<file path="src/hw/rtl/jps_pkg.sv">
`timescale 1ns / 1ps
`default_nettype none
// ----------------------------------------------------------------------------
// jps_pkg
// Types, kind codes, prefix states and match tables of the punctuator scanner.
// ----------------------------------------------------------------------------
package jps_pkg;

	typedef logic [5:0] kind_t;
	typedef logic [4:0] pstate_t;
	typedef logic [2:0] tlen_t;

	typedef struct packed {
		logic [7:0] byte_value;
		logic       end_marker;
		logic       regex_allowed;
	} in_t;

	typedef struct packed {
		kind_t token_kind;
		tlen_t token_length;
		logic  last_of_run;
	} out_t;

	typedef struct packed {
		kind_t kind;
		tlen_t len;
	} tok_t;

	// results caused by one byte, in order
	typedef struct packed {
		logic [1:0]   cnt;
		tok_t [2:0]   tok;
	} bundle_t;

	typedef struct packed {
		pstate_t prefix;
		logic    slash_flag;
	} scan_state_t;

	typedef struct packed {
		logic  hit;
		logic  done;
		kind_t to;
	} step_edge_t;

	localparam int FIFO_DEPTH = 4;
	localparam int FIFO_AW    = $clog2(FIFO_DEPTH);
	localparam int FIFO_CW    = $clog2(FIFO_DEPTH + 1);

	// token kinds
	localparam kind_t K_LPAREN    = 6'd0;
	localparam kind_t K_RPAREN    = 6'd1;
	localparam kind_t K_LBRACE    = 6'd2;
	localparam kind_t K_RBRACE    = 6'd3;
	localparam kind_t K_LBRACKET  = 6'd4;
	localparam kind_t K_RBRACKET  = 6'd5;
	localparam kind_t K_SEMI      = 6'd6;
	localparam kind_t K_COMMA     = 6'd7;
	localparam kind_t K_COLON     = 6'd8;
	localparam kind_t K_TILDE     = 6'd9;
	localparam kind_t K_HASH      = 6'd10;
	localparam kind_t K_PLUS      = 6'd11;
	localparam kind_t K_INC       = 6'd12;
	localparam kind_t K_PLUS_EQ   = 6'd13;
	localparam kind_t K_MINUS     = 6'd14;
	localparam kind_t K_DEC       = 6'd15;
	localparam kind_t K_MINUS_EQ  = 6'd16;
	localparam kind_t K_STAR      = 6'd17;
	localparam kind_t K_EXP       = 6'd18;
	localparam kind_t K_EXP_EQ    = 6'd19;
	localparam kind_t K_STAR_EQ   = 6'd20;
	localparam kind_t K_SLASH     = 6'd21;
	localparam kind_t K_SLASH_EQ  = 6'd22;
	localparam kind_t K_PCT       = 6'd23;
	localparam kind_t K_PCT_EQ    = 6'd24;
	localparam kind_t K_ASSIGN    = 6'd25;
	localparam kind_t K_EQ        = 6'd26;
	localparam kind_t K_STRICT_EQ = 6'd27;
	localparam kind_t K_ARROW     = 6'd28;
	localparam kind_t K_BANG      = 6'd29;
	localparam kind_t K_NE        = 6'd30;
	localparam kind_t K_STRICT_NE = 6'd31;
	localparam kind_t K_LT        = 6'd32;
	localparam kind_t K_LE        = 6'd33;
	localparam kind_t K_SHL       = 6'd34;
	localparam kind_t K_SHL_EQ    = 6'd35;
	localparam kind_t K_GT        = 6'd36;
	localparam kind_t K_GE        = 6'd37;
	localparam kind_t K_SHR       = 6'd38;
	localparam kind_t K_USHR      = 6'd39;
	localparam kind_t K_USHR_EQ   = 6'd40;
	localparam kind_t K_SHR_EQ    = 6'd41;
	localparam kind_t K_AMP       = 6'd42;
	localparam kind_t K_AND       = 6'd43;
	localparam kind_t K_AND_EQ    = 6'd44;
	localparam kind_t K_AMP_EQ    = 6'd45;
	localparam kind_t K_PIPE      = 6'd46;
	localparam kind_t K_OR        = 6'd47;
	localparam kind_t K_OR_EQ     = 6'd48;
	localparam kind_t K_PIPE_EQ   = 6'd49;
	localparam kind_t K_CARET     = 6'd50;
	localparam kind_t K_CARET_EQ  = 6'd51;
	localparam kind_t K_DOT       = 6'd52;
	localparam kind_t K_ELLIPSIS  = 6'd53;
	localparam kind_t K_QUEST     = 6'd54;
	localparam kind_t K_OPT_CHAIN = 6'd55;
	localparam kind_t K_NULLISH   = 6'd56;
	localparam kind_t K_NULL_EQ   = 6'd57;
	localparam kind_t K_LINECMT   = 6'd58;
	localparam kind_t K_BLOCKCMT  = 6'd59;
	localparam kind_t K_REGEX     = 6'd60;
	localparam kind_t K_OTHER     = 6'd61;

	// pending prefix states
	localparam pstate_t ST_IDLE    = 5'd0;
	localparam pstate_t ST_PLUS    = 5'd1;
	localparam pstate_t ST_MINUS   = 5'd2;
	localparam pstate_t ST_STAR    = 5'd3;
	localparam pstate_t ST_STAR2   = 5'd4;
	localparam pstate_t ST_SLASH   = 5'd5;
	localparam pstate_t ST_PCT     = 5'd6;
	localparam pstate_t ST_EQ      = 5'd7;
	localparam pstate_t ST_EQ2     = 5'd8;
	localparam pstate_t ST_BANG    = 5'd9;
	localparam pstate_t ST_BANG_EQ = 5'd10;
	localparam pstate_t ST_LT      = 5'd11;
	localparam pstate_t ST_LT2     = 5'd12;
	localparam pstate_t ST_GT      = 5'd13;
	localparam pstate_t ST_GT2     = 5'd14;
	localparam pstate_t ST_GT3     = 5'd15;
	localparam pstate_t ST_AMP     = 5'd16;
	localparam pstate_t ST_AMP2    = 5'd17;
	localparam pstate_t ST_PIPE    = 5'd18;
	localparam pstate_t ST_PIPE2   = 5'd19;
	localparam pstate_t ST_CARET   = 5'd20;
	localparam pstate_t ST_DOT     = 5'd21;
	localparam pstate_t ST_DOT2    = 5'd22;
	localparam pstate_t ST_QUEST   = 5'd23;
	localparam pstate_t ST_QUEST2  = 5'd24;
	localparam pstate_t ST_COUNT   = 5'd25;

	function automatic step_edge_t go_state(input pstate_t s);
		step_edge_t r;
		r.hit  = 1'b1;
		r.done = 1'b0;
		r.to   = {1'b0, s};
		return r;
	endfunction

	function automatic step_edge_t go_kind(input kind_t k);
		step_edge_t r;
		r.hit  = 1'b1;
		r.done = 1'b1;
		r.to   = k;
		return r;
	endfunction

	// transition of a pending prefix on one byte
	function automatic step_edge_t next_edge(input pstate_t s, input logic [7:0] c);
		step_edge_t r;
		r = '0;
		case (s)
			ST_IDLE: begin
				case (c)
					"+":     r = go_state(ST_PLUS);
					"-":     r = go_state(ST_MINUS);
					"*":     r = go_state(ST_STAR);
					"/":     r = go_state(ST_SLASH);
					"%":     r = go_state(ST_PCT);
					"=":     r = go_state(ST_EQ);
					"!":     r = go_state(ST_BANG);
					"<":     r = go_state(ST_LT);
					">":     r = go_state(ST_GT);
					"&":     r = go_state(ST_AMP);
					"|":     r = go_state(ST_PIPE);
					"^":     r = go_state(ST_CARET);
					".":     r = go_state(ST_DOT);
					"?":     r = go_state(ST_QUEST);
					default: r = '0;
				endcase
			end
			ST_PLUS: begin
				if (c == "+") r = go_kind(K_INC);
				else if (c == "=") r = go_kind(K_PLUS_EQ);
			end
			ST_MINUS: begin
				if (c == "-") r = go_kind(K_DEC);
				else if (c == "=") r = go_kind(K_MINUS_EQ);
			end
			ST_STAR: begin
				if (c == "*") r = go_state(ST_STAR2);
				else if (c == "=") r = go_kind(K_STAR_EQ);
			end
			ST_STAR2: begin
				if (c == "=") r = go_kind(K_EXP_EQ);
			end
			ST_SLASH: begin
				if (c == "/") r = go_kind(K_LINECMT);
				else if (c == "*") r = go_kind(K_BLOCKCMT);
				else if (c == "=") r = go_kind(K_SLASH_EQ);
			end
			ST_PCT: begin
				if (c == "=") r = go_kind(K_PCT_EQ);
			end
			ST_EQ: begin
				if (c == "=") r = go_state(ST_EQ2);
				else if (c == ">") r = go_kind(K_ARROW);
			end
			ST_EQ2: begin
				if (c == "=") r = go_kind(K_STRICT_EQ);
			end
			ST_BANG: begin
				if (c == "=") r = go_state(ST_BANG_EQ);
			end
			ST_BANG_EQ: begin
				if (c == "=") r = go_kind(K_STRICT_NE);
			end
			ST_LT: begin
				if (c == "=") r = go_kind(K_LE);
				else if (c == "<") r = go_state(ST_LT2);
			end
			ST_LT2: begin
				if (c == "=") r = go_kind(K_SHL_EQ);
			end
			ST_GT: begin
				if (c == "=") r = go_kind(K_GE);
				else if (c == ">") r = go_state(ST_GT2);
			end
			ST_GT2: begin
				if (c == ">") r = go_state(ST_GT3);
				else if (c == "=") r = go_kind(K_SHR_EQ);
			end
			ST_GT3: begin
				if (c == "=") r = go_kind(K_USHR_EQ);
			end
			ST_AMP: begin
				if (c == "&") r = go_state(ST_AMP2);
				else if (c == "=") r = go_kind(K_AMP_EQ);
			end
			ST_AMP2: begin
				if (c == "=") r = go_kind(K_AND_EQ);
			end
			ST_PIPE: begin
				if (c == "|") r = go_state(ST_PIPE2);
				else if (c == "=") r = go_kind(K_PIPE_EQ);
			end
			ST_PIPE2: begin
				if (c == "=") r = go_kind(K_OR_EQ);
			end
			ST_CARET: begin
				if (c == "=") r = go_kind(K_CARET_EQ);
			end
			ST_DOT: begin
				if (c == ".") r = go_state(ST_DOT2);
			end
			ST_DOT2: begin
				if (c == ".") r = go_kind(K_ELLIPSIS);
			end
			ST_QUEST: begin
				if (c == ".") r = go_kind(K_OPT_CHAIN);
				else if (c == "?") r = go_state(ST_QUEST2);
			end
			ST_QUEST2: begin
				if (c == "=") r = go_kind(K_NULL_EQ);
			end
			default: r = '0;
		endcase
		return r;
	endfunction

	// kind of a pending prefix emitted on its own
	function automatic kind_t flush_kind(input pstate_t s);
		kind_t k;
		case (s)
			ST_PLUS:    k = K_PLUS;
			ST_MINUS:   k = K_MINUS;
			ST_STAR:    k = K_STAR;
			ST_STAR2:   k = K_EXP;
			ST_SLASH:   k = K_SLASH;
			ST_PCT:     k = K_PCT;
			ST_EQ:      k = K_ASSIGN;
			ST_EQ2:     k = K_EQ;
			ST_BANG:    k = K_BANG;
			ST_BANG_EQ: k = K_NE;
			ST_LT:      k = K_LT;
			ST_LT2:     k = K_SHL;
			ST_GT:      k = K_GT;
			ST_GT2:     k = K_SHR;
			ST_GT3:     k = K_USHR;
			ST_AMP:     k = K_AMP;
			ST_AMP2:    k = K_AND;
			ST_PIPE:    k = K_PIPE;
			ST_PIPE2:   k = K_OR;
			ST_CARET:   k = K_CARET;
			ST_DOT:     k = K_DOT;
			ST_DOT2:    k = K_DOT;
			ST_QUEST:   k = K_QUEST;
			ST_QUEST2:  k = K_NULLISH;
			default:    k = K_OTHER;
		endcase
		return k;
	endfunction

	function automatic tlen_t prefix_len(input pstate_t s);
		tlen_t l;
		case (s)
			ST_STAR2, ST_EQ2, ST_BANG_EQ, ST_LT2, ST_GT2, ST_AMP2, ST_PIPE2,
			ST_DOT2, ST_QUEST2: l = 3'd2;
			ST_GT3:             l = 3'd3;
			ST_IDLE:            l = 3'd0;
			default:            l = 3'd1;
		endcase
		return l;
	endfunction

	function automatic kind_t single_kind(input logic [7:0] c);
		kind_t k;
		case (c)
			"(":     k = K_LPAREN;
			")":     k = K_RPAREN;
			"{":     k = K_LBRACE;
			"}":     k = K_RBRACE;
			"[":     k = K_LBRACKET;
			"]":     k = K_RBRACKET;
			";":     k = K_SEMI;
			",":     k = K_COMMA;
			":":     k = K_COLON;
			"~":     k = K_TILDE;
			"#":     k = K_HASH;
			default: k = K_OTHER;
		endcase
		return k;
	endfunction

endpackage
`default_nettype wire

</file>
<file path="src/hw/rtl/jps_scan.sv">
`timescale 1ns / 1ps
`default_nettype none
// ----------------------------------------------------------------------------
// jps_scan
// Next prefix state and the ordered results caused by one input byte.
// ----------------------------------------------------------------------------
module jps_scan (
	input  wire jps_pkg::in_t         item,
	input  wire jps_pkg::scan_state_t cur,
	output jps_pkg::scan_state_t      nxt,
	output jps_pkg::bundle_t          bundle
);

	jps_pkg::step_edge_t e_cur;
	jps_pkg::step_edge_t e_fresh;
	logic                idle;
	logic                slash_body;
	logic                do_flush;
	logic                do_fresh;
	logic [1:0]          n;

	assign e_cur   = jps_pkg::next_edge(cur.prefix, item.byte_value);
	assign e_fresh = jps_pkg::next_edge(jps_pkg::ST_IDLE, item.byte_value);
	assign idle    = (cur.prefix == jps_pkg::ST_IDLE) || (cur.prefix >= jps_pkg::ST_COUNT);
	assign slash_body = (cur.prefix == jps_pkg::ST_SLASH) && cur.slash_flag &&
		(item.byte_value != "/") && (item.byte_value != "*");

	always_comb begin
		nxt        = cur;
		bundle     = '0;
		n          = 2'd0;
		do_flush   = 1'b0;
		do_fresh   = 1'b0;

		if (item.end_marker) begin
			do_flush   = 1'b1;
			nxt.prefix = jps_pkg::ST_IDLE;
		end else if (idle) begin
			do_fresh = 1'b1;
		end else if (e_cur.hit && !slash_body) begin
			if (e_cur.done) begin
				bundle.tok[n].kind = e_cur.to;
				bundle.tok[n].len  = jps_pkg::prefix_len(cur.prefix) + 3'd1;
				n          = n + 2'd1;
				nxt.prefix = jps_pkg::ST_IDLE;
			end else begin
				nxt.prefix = e_cur.to[4:0];
			end
		end else begin
			do_flush = 1'b1;
			do_fresh = 1'b1;
		end

		// emit the pending prefix
		if (do_flush && !idle) begin
			nxt.prefix = jps_pkg::ST_IDLE;
			if (cur.prefix == jps_pkg::ST_SLASH) begin
				bundle.tok[n].kind = cur.slash_flag ? jps_pkg::K_REGEX : jps_pkg::K_SLASH;
				bundle.tok[n].len  = 3'd1;
				n = n + 2'd1;
			end else if (cur.prefix == jps_pkg::ST_DOT2) begin
				bundle.tok[n].kind = jps_pkg::K_DOT;
				bundle.tok[n].len  = 3'd1;
				n = n + 2'd1;
				bundle.tok[n].kind = jps_pkg::K_DOT;
				bundle.tok[n].len  = 3'd1;
				n = n + 2'd1;
			end else begin
				bundle.tok[n].kind = jps_pkg::flush_kind(cur.prefix);
				bundle.tok[n].len  = jps_pkg::prefix_len(cur.prefix);
				n = n + 2'd1;
			end
		end

		// scan the byte with no prefix pending
		if (do_fresh) begin
			if (e_fresh.hit) begin
				nxt.prefix = e_fresh.to[4:0];
				if (e_fresh.to[4:0] == jps_pkg::ST_SLASH) begin
					nxt.slash_flag = item.regex_allowed;
				end
			end else begin
				nxt.prefix = jps_pkg::ST_IDLE;
				bundle.tok[n].kind = jps_pkg::single_kind(item.byte_value);
				bundle.tok[n].len  = 3'd1;
				n = n + 2'd1;
			end
		end

		bundle.cnt = n;
	end

endmodule
`default_nettype wire

</file>
<file path="src/hw/rtl/jps_result_fifo.sv">
`timescale 1ns / 1ps
`default_nettype none
// ----------------------------------------------------------------------------
// jps_result_fifo
// Queue of per-byte result groups, drained one token per transfer.
// ----------------------------------------------------------------------------
module jps_result_fifo (
	input  wire                   clk,
	input  wire                   arst_n,
	input  wire                   push,
	input  wire jps_pkg::bundle_t push_data,
	output logic                  room,
	output logic                  tok_valid,
	input  wire                   tok_stall,
	output jps_pkg::out_t         tok_item
);

	jps_pkg::bundle_t                mem_q [jps_pkg::FIFO_DEPTH];
	logic [jps_pkg::FIFO_AW-1:0]     wptr_q;
	logic [jps_pkg::FIFO_AW-1:0]     rptr_q;
	logic [jps_pkg::FIFO_CW-1:0]     count_q;
	logic [1:0]                      sub_q;
	jps_pkg::bundle_t                head;
	logic                            last;
	logic                            xfer;
	logic                            pop;

	assign head      = mem_q[rptr_q];
	assign last      = (sub_q == (head.cnt - 2'd1));
	assign tok_valid = (count_q != '0);
	assign xfer      = tok_valid && !tok_stall;
	assign pop       = xfer && last;
	assign room      = (count_q != jps_pkg::FIFO_CW'(jps_pkg::FIFO_DEPTH));

	assign tok_item.token_kind   = head.tok[sub_q].kind;
	assign tok_item.token_length = head.tok[sub_q].len;
	assign tok_item.last_of_run  = last;

	always_ff @(posedge clk) begin
		if (push) begin
			mem_q[wptr_q] <= push_data;
		end
	end

	always_ff @(posedge clk or negedge arst_n) begin
		if (!arst_n) begin
			wptr_q  <= '0;
			rptr_q  <= '0;
			count_q <= '0;
			sub_q   <= 2'd0;
		end else begin
			if (push) begin
				wptr_q <= wptr_q + jps_pkg::FIFO_AW'(1);
			end
			if (pop) begin
				rptr_q <= rptr_q + jps_pkg::FIFO_AW'(1);
			end
			if (push && !pop) begin
				count_q <= count_q + jps_pkg::FIFO_CW'(1);
			end else if (pop && !push) begin
				count_q <= count_q - jps_pkg::FIFO_CW'(1);
			end
			if (xfer) begin
				sub_q <= last ? 2'd0 : sub_q + 2'd1;
			end
		end
	end

endmodule
`default_nettype wire

</file>
<file path="src/hw/rtl/js_punctuator_scanner_core.sv">
`timescale 1ns / 1ps
`default_nettype none
// ----------------------------------------------------------------------------
// js_punctuator_scanner_core
// Longest-match JavaScript punctuator scanner, one source byte per transfer.
//
//   channel  valid       stall       payload
//   bytes    byte_valid  byte_stall  byte_item (jps_pkg::in_t)
//   tokens   tok_valid   tok_stall   tok_item  (jps_pkg::out_t)
//
// a byte is scanned in the input register; its zero to three tokens land in
// a four-entry result queue, the first offered the cycle after that if the
// queue was empty. one byte per cycle is taken while the queue has room; the
// queue drains one token per cycle without tok_stall, so bytes that give two
// or three tokens set the rate. reset leaves no prefix pending and the queue
// empty. byte_stall rises only when a scanned byte waits on a full queue.
// ----------------------------------------------------------------------------
module js_punctuator_scanner_core (
	input  wire                clk,
	input  wire                arst_n,
	input  wire                byte_valid,
	output logic               byte_stall,
	input  wire jps_pkg::in_t  byte_item,
	output logic               tok_valid,
	input  wire                tok_stall,
	output jps_pkg::out_t      tok_item
);

	jps_pkg::in_t        item_s1;
	logic                valid_s1;
	jps_pkg::scan_state_t state_q;
	jps_pkg::scan_state_t state_nxt;
	jps_pkg::bundle_t    bundle;
	logic                room;
	logic                accept;
	logic                process;

	assign byte_stall = valid_s1 && !room;
	assign accept     = byte_valid && !byte_stall;
	assign process    = valid_s1 && room;

	jps_scan u_scan (
		.item   (item_s1),
		.cur    (state_q),
		.nxt    (state_nxt),
		.bundle (bundle)
	);

	jps_result_fifo u_fifo (
		.clk       (clk),
		.arst_n    (arst_n),
		.push      (process && (bundle.cnt != 2'd0)),
		.push_data (bundle),
		.room      (room),
		.tok_valid (tok_valid),
		.tok_stall (tok_stall),
		.tok_item  (tok_item)
	);

	always_ff @(posedge clk) begin
		if (accept) begin
			item_s1 <= byte_item;
		end
	end

	always_ff @(posedge clk or negedge arst_n) begin
		if (!arst_n) begin
			valid_s1 <= 1'b0;
			state_q  <= '0;
		end else begin
			if (accept) begin
				valid_s1 <= 1'b1;
			end else if (process) begin
				valid_s1 <= 1'b0;
			end
			if (process) begin
				state_q <= state_nxt;
			end
		end
	end

endmodule
`default_nettype wire

</file>
<file path="config.mk">
export PLATFORM = sky130hd
export DESIGN_NAME = js_punctuator_scanner_core
export DESIGN_NICKNAME = d
export VERILOG_FILES = /design/src/hw/rtl/jps_pkg.sv /design/src/hw/rtl/jps_scan.sv /design/src/hw/rtl/jps_result_fifo.sv /design/src/hw/rtl/js_punctuator_scanner_core.sv
export SDC_FILE = /design/constraint.sdc
export NUM_CORES = 1
export LEC_CHECK = 0
export BUFFER_PORTS_ARGS = -buffer_cell sky130_fd_sc_hd__buf_2
export CORE_MARGIN = 1.5
export CORE_UTILIZATION = 50
export CTS_BUF_LIST = sky130_fd_sc_hd__clkbuf_4 sky130_fd_sc_hd__clkbuf_8 sky130_fd_sc_hd__clkbuf_16
export DETAILED_ROUTE_END_ITERATION = 8
export PLACE_DENSITY = 0.79
export SYNTH_ARGS = -nofsm -noshare
export SYNTH_HDL_FRONTEND = slang
export SYNTH_SLANG_ARGS = --single-unit
</file>
<file path="constraint.sdc">
create_clock -name clk -period 5 [get_ports clk]
set_input_delay 1 -clock clk [delete_from_list [all_inputs] [get_ports clk]]
set_output_delay 1 -clock clk [all_outputs]
set_load 0.02 [all_outputs]
</file>
==> impl_metrics.json, run 1 <==
{
  "outcome": "completed",
  "vdd.ir_drop.worst_v": 0.000347,
  "slowest_delay_ns": 0.61,
  "cts_buffers": 17,
  "place_congestion": 1.02,
  "cts_root_buf": "clkbuf_16",
  "cts_hold_buf": 0,
  "initial_utilization": 0.516,
  "coreArea_um2": 14600,
  "path_max_fanout": 4,
  "hold_violations": 0,
  "hpwl_mm": 15.2,
  "synth_cell_types": 97,
  "clockBufferDepth": 2,
  "overflow": 0,
  "hp-class": "reg2reg",
  "crit_path_start_kind": "register",
  "die-height_um": 126,
  "grt_pass1_vias": 5911,
  "antenna_found_initial": 0,
  "dpl-instance-area_um2": 8200,
  "max_freq_mhz": 205,
  "numPortBuffers": 25,
  "nets": 771,
  "synthesis.area_um2": 7560,
  "filler_cell_count": 1097,
  "wl_per_cell_um": 22.9,
  "slew_violations": 0,
  "area_growth_pct": 19.6,
  "rows": 44,
  "p_leak_nw": 3.30,
  "drtAntennaViolNets": 0,
  "synth-edff-count": 110,
  "critical_path_class": "reg2reg",
  "finalInstanceArea_um2": 9040,
  "die-area_um2": 15900,
  "grt_max_degree": 27,
  "crit_path_cell_trace": "or4b_4 > or3_4 > a31oi_4 > nand2_1 > o21bai_4 > nor2_1 > inv_1 > ha_1 > nand2_2 > a21boi_4 > a31oi_2 > a21oi_2 > ha_1 > a31oi_2 > a31oi_2 > a21oi_4 > ha_4 > inv_1 > fa_2 > xor2_1 > nor2_1 > xor2_1",
  "arrival_ns": 5.21,
  "die_w_um": 126,
  "worst_path_max_delay_cell": "or4b_4",
  "grt_use_total": 0.271,
  "maxCapViolCount": 0,
  "relSlewSlack": 0.424,
  "async_reset_ff_frac": 0.127,
  "viasPerCell": 6.56,
  "drive_gt1_frac": 0.281,
  "cp_common_cell": "a31oi_2",
  "via_count": 6131,
  "dr.pass1.iters": 8,
  "setup-violations-final": 0,
  "drc": 0,
  "syn_avg_cell_area_um2": 11.4,
  "fin_setup_tns_ns": 0,
  "min_period_ns": 4.87,
  "antenna_cells": 0,
  "grt_first_pass_wirelength_mm": 32.9,
  "drt_first_iter_violations": 880,
  "synth_top_flop_cell": "edfxtp_1",
  "cts.sinks": 126,
  "syn_inst": 663,
  "cts_tree": "built",
  "synth-seq-area-share": 0.490,
  "clkTransAtPathRegs_ns": 0.06,
  "synth_warnings": 0,
  "routed_wl_mm": 21.4,
  "tightestPinTransition_ns": 0.861,
  "fin_cells": 934,
  "top_level_ports": 26,
  "finalCritPeriodShare": 0.975,
  "htreeDepth": 4,
  "p_per_area_nw_per_um2": 661,
  "synth-seq-cells": 126,
  "timing.critical_path.required_ns": 5.33,
  "placed_cells": 885,
  "skew_ns": 0.00973,
  "cp-end-kind": "register",
  "clkLatencyLatePin_ns": 0.41
}
==> cells in the mapped netlist, types with 6 or more instances <==
cell type / number / area share
nor3_1: 17 / 0.011
a31oi_1: 17 / 0.014
a21oi_1: 30 / 0.020
nand3_1: 11 / 0.0073
nor4_1: 12 / 0.0099
clkbuf_1: 31 / 0.015
nor2_1: 44 / 0.022
nand2b_1: 16 / 0.013
inv_1: 19 / 0.0094
o211ai_1: 6 / 0.0060
and2_1: 9 / 0.0074
edfxtp_1: 110 / 0.44
or3_1: 7 / 0.0058
mux4_2: 26 / 0.077
nand2_1: 49 / 0.024
mux2i_1: 8 / 0.011
buf_2: 12 / 0.0079
dfrtp_1: 16 / 0.053
xnor2_1: 7 / 0.0081
o21ai_0: 34 / 0.023
ha_1: 19 / 0.031
nor2b_1: 14 / 0.012
o22ai_1: 11 / 0.0091
==> report_power, final <==
group          leakage [nW]  switching, mW  internal, mW
sequential             1.19          0.187          1.67
combinational          1.84           1.73          1.22
clock                 0.271          0.474         0.690
==> cells in the final DEF (no fill, tap or decap), types with 5 or more instances in the layout <==
master	netlist	routed
edfxtp_1	110	110
mux4_2	26	26
xnor2_1	7	7
xor2_1	5	5
a31oi_1	17	13
or3_1	7	7
nand3b_1	5	5
nand3_1	11	11
nor4_1	12	11
or2_2	5	5
nor2_1	44	44
mux2i_1	8	8
clkbuf_16	0	17
a21oi_1	30	28
o22ai_1	11	11
o21ai_0	34	33
and2_1	9	9
buf_2	12	25
nand2_1	49	48
ha_1	19	15
nor2b_1	14	13
nor3_1	17	17
inv_1	19	19
dfrtp_1	16	14
o211ai_1	6	6
nand2b_1	16	15
and3_1	5	5
buf_4	1	71
==> critical path, delay by kind of cell (launching register included) <==
family | cells | cell delay [ns]
compound gates | 8 | 1.33
xor+xnor | 2 | 0.31
fa+ha+maj | 4 | 1.11
buf+inv | 2 | 0.12
flops | 1 | 0.43
simple gates | 6 | 1.47
==> flip-flops by register name, summed over array words and instances, names as in the netlist <==
| name | cells |
|---|---|
| u_fifo.count_q | 3 |
| state_q | 6 |
| u_fifo.sub_q | 2 |
| u_fifo.rptr_q | 2 |
| valid_s1 | 1 |
| item_s1 | 10 |
| u_fifo.mem_q | 100 |
| u_fifo.wptr_q | 2 |
==> layer usage <==
metal | wire [µm] | share of wire | up-vias | track usage
li1 | - | - | 2701 | -
met1 | 8790 | 0.41 | 3036 | 0.364
met5 | 0 | 0 | - | 0
met2 | 10400 | 0.48 | 333 | 0.449
met4 | 792 | 0.037 | 0 | 0.0994
met3 | 1450 | 0.068 | 61 | 0.0433
==> worst paths after layout <==
check                      startpoint           endpoint  slack [ns]  cells past startpoint
max                        item_s1[6]  u_fifo.count_q[2]        0.13                     22
min                        item_s1[0]         state_q[0]        0.48                      1
max reg2reg                item_s1[6]  u_fifo.count_q[2]        0.13                     22
min reg2reg                item_s1[0]         state_q[0]        0.48                      1
max in group asynchronous      arst_n         state_q[1]        4.14                      1
min in group asynchronous      arst_n    u_fifo.sub_q[0]        0.53                      1
==> metrics by stage <==
stage / hold WS (ns) / total power, mW / utilization / worst slack [ns]
3_3_place_gp: 0.477 / 4.56 / 0.560 / 0.185
6_report: 0.482 / 5.98 / 0.617 / 0.126
5_1_grt: 0.513 / 6.30 / 0.617 / -0.0972
3_5_place_dp: 0.469 / 4.66 / 0.560 / 0.0635
2_1_floorplan: 0.454 / 3.75 / - / 0.0777
4_1_cts: 0.486 / 5.84 / 0.599 / 0.0275
==> cells by family after synthesis <==
family,share of synthesized area
flops,0.490
compound gates,0.150
other cells,0.000496
mux,0.0930
buf+inv,0.0414
fa+ha+maj,0.0341
simple gates,0.177
xor+xnor,0.0139
==> final cells by class <==
cell class	count	area (µm²)	area share
clock buffers	17	425	0.0470
clock inverters	15	138	0.0152
inverters	21	78.8	0.00872
multi-input cells	468	3690	0.408
flip-flops and latches	126	3710	0.410
well taps	184	230	0.0255
repair buffers	103	772	0.0854
==> what timing repair did <==
| item | 4_1_cts | 5_1_grt |
|---|---|---|
| setup buffers | 0 | 16 |
| setup endpoints to repair | 0 | 102 |
| gates resized for setup | 0 | 31 |
Note: power is estimated with default switching activity, not from simulation.
==> inputs of run 2 (changes only) <==
Settings changed: RECOVER_POWER set to 50.
==> run 2 against run 1 <==
Effect of this change:
- the flow now finishes with violations (max-capacitance violations, max-slew violations)
- die area unchanged
- core utilization decreased by 0.16 points
- cell count did not move
==> impl_metrics.json, run 2 (synthesis results as in run 1) <==
{
  "r2r_start": "item_s1[6]",
  "finalCritPeriodShare": 0.972,
  "nets": 771,
  "worstHoldPathCells": 1,
  "rows": 44,
  "clkLatencyLatePin_ns": 0.41,
  "antenna_found_initial": 0,
  "top_level_ports": 26,
  "p_per_area_nw_per_um2": 662,
  "dr.pass1.iters": 7,
  "grt_use_total": 0.271,
  "via_count": 6112,
  "timing.hold.ws_ns": 0.483,
  "max_freq_mhz": 206,
  "wl_per_cell_um": 23.0,
  "arrival_ns": 5.19,
  "drc": 0,
  "top_register": "u_fifo.mem_q",
  "violations": "max-capacitance violations, max-slew violations",
  "grt_pass1_vias": 5911,
  "clockBufferDepth": 2,
  "cts_root_buf": "clkbuf_16",
  "drtAntennaViolNets": 0,
  "viasPerCell": 6.54,
  "routed_wl_mm": 21.4,
  "die-area_um2": 15900,
  "hpwl_mm": 15.2,
  "drt_first_iter_violations": 983,
  "r2r-end": "u_fifo.count_q[2]",
  "grt_max_degree": 27,
  "reg_top3": "u_fifo.mem_q x100, item_s1 x10, state_q x6",
  "place_ws_ns": 0.0635,
  "htreeDepth": 4,
  "timing.critical_path.required_ns": 5.33,
  "numPortBuffers": 25,
  "grt.busiest_layer": "met2",
  "path_max_fanout": 4,
  "grt_util_met2": 0.449,
  "reg2regPathDepth": 22,
  "hold_end": "state_q[0]",
  "initial_utilization": 0.516,
  "relSlewSlack": -0.103,
  "dpl-instance-area_um2": 8200,
  "place_congestion": 1.02,
  "cts_hold_buf": 0,
  "outcome": "complete, but fails checks",
  "met1_usage": 0.364,
  "use_met3": 0.0433,
  "cts_buffers": 17,
  "rrSetupSlack_ns": 0.14,
  "coreArea_um2": 14600,
  "mostFrequentLayoutCell": "edfxtp_1",
  "antenna_cells": 0,
  "critical_path_class": "reg2reg",
  "tightestPinTransition_ns": 1.65,
  "setup-violations-final": 0,
  "min_period_ns": 4.86,
  "skew_ns": 0.00665,
  "cp-end-kind": "register",
  "hold_violations": 0,
  "hold_start": "item_s1[0]",
  "grt_first_pass_wirelength_mm": 32.9,
  "die-height_um": 126,
  "crit_path_start_kind": "register",
  "slew_violations": 27,
  "cts.sinks": 126,
  "area_growth_pct": 19.3,
  "drive_gt1_frac": 0.260,
  "fin_ws_ns": 0.140,
  "cts_tree": "built",
  "die_w_um": 126,
  "hp-class": "reg2reg",
  "p_leak_nw": 3.26,
  "maxCapViolCount": 1,
  "final_cell_mix": "edfxtp_1, buf_4, nand2_1",
  "finalInstanceArea_um2": 9020,
  "clkTransAtPathRegs_ns": 0.06,
  "vdd.ir_drop.worst_v": 0.000349,
  "largest_register_ffs": 100,
  "overflow": 0
}
==> run 2: changes by cell type in the layout (fill, tap and decap cells not counted), sizes merged <==
cell,change
buf,-15
clkbuf,+15
==> run 2: area by class of cell <==
cell class                 count  area, µm²
clock buffer                  17        425
clock inverter                15        138
fill                        1107       5630
inverter                      21       78.8
multi-input combinational    468       3690
sequential                   126       3710
tap                          184        230
timing repair buffer         103        748
==> run 2: repair_timing <==
item / CTS / global route
buffers inserted: 0 / 16
setup endpoints to repair: 0 / 102
gates resized for setup: 0 / 31
==> run 2: stage by stage <==
step                      std cells  setup TNS [ns]  total power [mW]  utilization
after global routing            934         -0.0706              6.28        0.616
final                           934               0              5.97        0.616
after detailed placement        885               0              4.66        0.560
after global placement          885               0              4.56        0.560
after floorplan                 666               0              3.75            -
after CTS                       917               0              5.84        0.599
==> run 2: how the worst max path moves through the flow <==
stage          startpoint           endpoint  slack, ns  cells after the start
2_1_floorplan  item_s1[6]  u_fifo.count_q[2]       0.08                     24
3_3_place_gp   state_q[1]  u_fifo.count_q[2]       0.19                     24
3_5_place_dp   state_q[1]  u_fifo.count_q[2]       0.06                     24
4_1_cts        state_q[1]  u_fifo.count_q[2]       0.03                     24
5_1_grt        item_s1[6]  u_fifo.count_q[2]      -0.07                     22
6_report       item_s1[6]  u_fifo.count_q[2]       0.14                     22
==> run 2: metal layers <==
layer / wire, µm / up-vias
li1: - / 2709
met1: 8790 / 2996
met2: 10400 / 334
met3: 1490 / 73
met4: 790 / 0
met5: 0 / -
==> run 2: worst max-delay path, cell delays in order (launching register included) <==
cell and delay (ns):
edfxtp_1 0.43, or4b_4 0.61, or3_4 0.40, a31oi_4 0.20, nand2_1 0.12, o21bai_4 0.21
nor2_1 0.13, inv_1 0.07, ha_1 0.29, nand2_2 0.07, a21boi_4 0.14, a31oi_2 0.21
a21oi_2 0.11, ha_1 0.33, a31oi_2 0.21, a31oi_2 0.07, a21oi_4 0.17, ha_4 0.15
inv_1 0.05, fa_2 0.37, xor2_1 0.16, nor2_1 0.13, xor2_1 0.15
==> run 2: power by group <==
group          internal (mW)  leakage (nW)  switching (mW)
Combinational           1.20          1.80            1.74
Clock                  0.690         0.271           0.475
Sequential              1.67          1.19           0.187
